<file path="src/sv/rtlp_ram.sv">
// ----------------------------------------------------------------------------
// rtlp_ram
// Generic single-port-write, single-port-read RAM with registered read.
// ----------------------------------------------------------------------------
module rtlp_ram #(
	parameter int WIDTH = 32,
	parameter int DEPTH = 64
) (
	input  logic                     clk,
	input  logic                     we,
	input  logic [$clog2(DEPTH)-1:0] waddr,
	input  logic [WIDTH-1:0]         wdata,
	input  logic [$clog2(DEPTH)-1:0] raddr,
	output logic [WIDTH-1:0]         rdata
);

	logic [WIDTH-1:0] mem [DEPTH];

	always_ff @(posedge clk) begin
		if (we) begin
			mem[waddr] <= wdata;
		end
		rdata <= mem[raddr];
	end

endmodule

</file>
<file path="config.mk">
export PLATFORM = sky130hd
export DESIGN_NAME = rtlp_ram
export DESIGN_NICKNAME = d
export VERILOG_FILES = /design/src/sv/rtlp_ram.sv
export SDC_FILE = /design/constraint.sdc
export NUM_CORES = 2
export LEC_CHECK = 0
export BUFFER_PORTS_ARGS = -buffer_cell sky130_fd_sc_hd__buf_2
export CAP_MARGIN = 20
export CORE_UTILIZATION = 30
export CTS_BUF_LIST = sky130_fd_sc_hd__clkbuf_16
export CTS_CLUSTER_DIAMETER = 150
export CTS_CLUSTER_SIZE = 25
export DETAILED_ROUTE_END_ITERATION = 6
export GPL_TIMING_DRIVEN = 0
export PLACE_DENSITY = 0.51
export REMOVE_ABC_BUFFERS = 1
export SLEW_MARGIN = 30
export SYNTH_ARGS = -nofsm -noshare
export SYNTH_HDL_FRONTEND = slang
export SYNTH_SLANG_ARGS = --single-unit
</file>
<file path="constraint.sdc">
create_clock -name clk -period 5.9 [get_ports clk]
set_clock_uncertainty 0.15 [all_clocks]
set_input_delay 1.18 -clock clk [delete_from_list [all_inputs] [get_ports clk]]
set_output_delay 1.18 -clock clk [all_outputs]
set_load 0.05 [all_outputs]
</file>
Yosys cells after proc, flatten, opt, wreduce, memory -nomap -nowiden

Memory sizes are Yosys's and may differ from the RTL's. A register that Yosys moved wholly into a read port is not among the register bits.
Cells that the tools add are included.

Register bits after elaboration: 0
Latch bits: 0
Bits in writable memories: 2048
Memory bits (read-only): 0
Input port bits: 46
Output and inout bits: 32
Memories kept: 1

$add $sub $neg: 0
Multipliers: 0
Div/mod/pow operators: 0
Order comparisons: 0
Eq/ne operators: 0
Shift-type cells: 0
Mux-type cells: 2
Bitwise gates (word level): 0
Reductions and logical operators: 0

Memory list:

| memory | words | width | rd ports | clocked after Yosys merged registers in | wr ports | line | source |
|---|---|---|---|---|---|---|---|
| mem    | 64    | 32    | 1        | 1                                       | 1        | 17   | `logic [WIDTH-1:0] mem [DEPTH];` |

Operators by type and width:

| operator         | count |
|---|---|
| 1-bit 2-to-1 mux | 2 |

Longest topological paths before layout

Word-level depth: 2
Gate-level depth with buffers: 10

Least setup slack after synthesis

Ideal clock, no wire load.

Path type: input -> register
Start point: in waddr[3]
End point: mem mem[48][0] (enable)
Library setup time: 0.461 ns
Data arrival time: 3.879 ns
Setup slack: 1.410 ns
Stages on the path: 4
Path buffers: 1
Cells stage by stage: clkbuf_1 nor2b_1 nand4b_1 nor3_1

RTL lines:

| item        | line | source |
|---|---|---|
| from (decl) | 11   | `input logic [$clog2(DEPTH)-1:0] waddr,` |
| to (decl)   | 17   |  |

Straight into the memory's write port.

==> results.yml <==
pwr:
  clkPwrFrac_pct: 29.4
  vdd_drop_max_v: 0.000212
  pwr-share-seq_pct: 63.9
  p_sw_mw: 5.70
  leakage_nw: 27.0
  swShare_pct: 22.3
  combPwrFrac_pct: 6.7
  p_per_area_mw_per_mm2: 285
  internal-power_mw: 19.9
layout:
  fin_nets: 3522
  fin_cells: 7042
  synthToLayoutAreaGrowth_pct: 14.6
  design_area_sq_mm: 0.0900
  layout-drive-gt1-share_pct: 27.6
  final_core_util_pct: 34.6
  fillCellCount: 23900
synthesis:
  syn_inst: 3324
  ys_warn_count: 0
  ys_seq_elements: 2080
  synthDistinctLibCells: 34
  yosysSeqAreaShare_pct: 79.1
  synth_edf_count: 2048
  synth.top_cell.area_share_pct: 78.3
  postSynth.asyncResetShare_pct: 0
  synth_area_per_cell_sq_um: 23.6
  synth_area_sq_mm: 0.0785
  yosysTopAreaCell: "edfxtp_1"
  ys_top_cells_by_area: "edfxtp_1 78%, mux4_2 16%, mux2i_1 1.2%"
  synthFlopType: "edfxtp_1"
sta:
  setup_viol: 0
  worstMarginPinSlew_ns: 1.12
  rsz0062_at_grt: "false"
  slew_headroom_pct: 25.6
  period_needed_ns: 5.39
  period_share_pct: 91.4
  finalHoldViolations: 0
  drv_slew: 0
  tns_ns: 0
  max_freq_ghz: 0.185
  hold_ws_ns: 0.663
clock_network:
  clock_latency_ns: 0.77
  cts.sinks: 2080
  clk_pin_slew_ns: 0.10
  numCtsBuffers: 93
  ctsResizeCount: 0
  postCtsHoldBufs: 0
  cts_htree_levels: 3
  postCtsSetupRepairBufs: 0
  cts_tree: "yes"
  cts_buffer_depth: 3
  root_buffer: "clkbuf_16"
critical_path:
  cp.required_ns: 6.27
  start_kind: "input pin"
  cp.arrival_ns: 5.77
  end_kind: "flop"
  crit_type: "in2reg"
  path_max_fanout: 64
outcome:
  status: "finished clean"
placed_design:
  dp_cells: 6877
  io_buffer_count: 77
  dpl_cell_area_sq_mm: 0.0872
  gp_congestion: 0.763
  dp_hpwl_microns: 128000
floorplanning:
  placeableCoreArea_sq_mm: 0.260
  io_pins: 78
  start_util_pct: 30.2
  die_x_microns: 514
  die_h_microns: 514
  rows: 187
  die_area_sq_mm: 0.264
detailed_routing:
  ant_nets: 0
  viasPerCell: 4.99
  drtIter0Drc: 3880
  wire_per_inst_microns: 28.8
  drt_first_pass_iters: 5
  route.detailed.drc: 0
  wirelength_microns: 203000
  vias: 35100
grt:
  grt_pass1_vias: 36000
  antenna_found_initial: 19
  grt.total_usage_pct: 15.2
  grt_pass1_wl_microns: 284000
  grt-ovfl-total: 0
  grt_max_degree: 67
hold_path:
  worstHoldPathType: "reg2reg"
run:
  maxCapViolCount: 0
## cells in the mapped netlist, types with 25 or more instances
cell,instances
a21oi_1,62
buf_2,57
buf_4,25
clkbuf_1,74
dfxtp_1,32
edfxtp_1,2048
mux2i_1,93
mux4_2,544
nand2_1,26
nor2_1,137
o221ai_1,27
o22ai_1,84
## layout by cell type, fill, tap and decap left out, drive strengths merged, types with 2 or more instances in the layout
cell / n
and3: 4
a22oi: 12
dfxtp: 32
clkbuf: 96
and2: 2
or3b: 5
o32ai: 4
mux2i: 93
nor2: 137
a311oi: 8
or3: 3
a21oi: 62
diode: 8
a41o: 4
nor2b: 15
nand4: 2
nand3b: 5
mux4: 544
buf: 239
nand2: 26
o22ai: 84
nand3: 5
nor3: 7
edfxtp: 2048
nand2b: 8
o221ai: 27
inv: 60
or2: 3
## through the flow
stage          power [mW]  setup slack (ns)
6_report             25.6             0.506
5_1_grt              26.4             0.312
4_1_cts              25.8             0.495
3_5_place_dp         18.4            -0.320
3_3_place_gp         18.8            -17.44
2_1_floorplan        17.4              1.56
## worst paths after layout
kind | slack [ns] | cells after the start | endpoint | from
max | 0.51 | 9 | rdata[25]$_DFF_P_ | raddr[0]
min | 0.66 | 4 | rdata[20]$_DFF_P_ | mem[13][20]$_DFFE_PP_
max reg2reg | 2.93 | 4 | rdata[25]$_DFF_P_ | mem[15][25]$_DFFE_PP_
min reg2reg | 0.66 | 4 | rdata[20]$_DFF_P_ | mem[13][20]$_DFFE_PP_
## metal layers
metal	up-vias	GRT usage (%)	part of all wire (%)
li1	14500	-	-
met1	19400	20.1	41
met2	1019	25.3	49
met3	182	3.57	7.2
met4	4	3.46	2.1
met5	-	0.731	0.25
## registers in the layout, summed over array words and instances (netlist names)
register / flops
rdata: 32
mem: 2048
## power groups by stage
stage	Sequential (mW)	Combinational, mW	Clock, mW
floorplan	16.8	0.606	0
global placement	16.7	2.07	0
detailed placement	16.7	1.74	0
CTS	16.4	1.74	7.71
global route	16.4	1.81	8.16
finish	16.4	1.71	7.53
## worst max-delay path: stages
cell and delay (ns):
buf_12 0.26, buf_16 0.38, buf_16 0.39, buf_16 0.41, buf_16 0.37, mux4_2 0.58, mux4_2 0.56, o22ai_1 0.80
nor2_1 0.38
## cell type report
class / instances / area, sq um / share of cell area [%]
antenna: 8 / 20.0 / 0.0223
clock buffer: 96 / 2400 / 2.67
clock inverter: 61 / 273 / 0.303
multi-input combinational: 1062 / 16100 / 17.9
sequential: 2080 / 62100 / 69.1
tap: 3496 / 4370 / 4.86
timing repair buffer: 239 / 4690 / 5.21
## cell families (layout without fill, tap and decap cells)
group	Yosys count	in the layout	synth area share (%)
other	0	8	0
AND/OR/NAND/NOR	223	223	1.27
multiplexers	637	637	16.8
AO/OA/AOI/OAI	202	202	1.67
buffers and inverters	182	396	1.13
flip-flops	2080	2080	79.1
No activity file was read; power rests on OpenSTA's default activity.
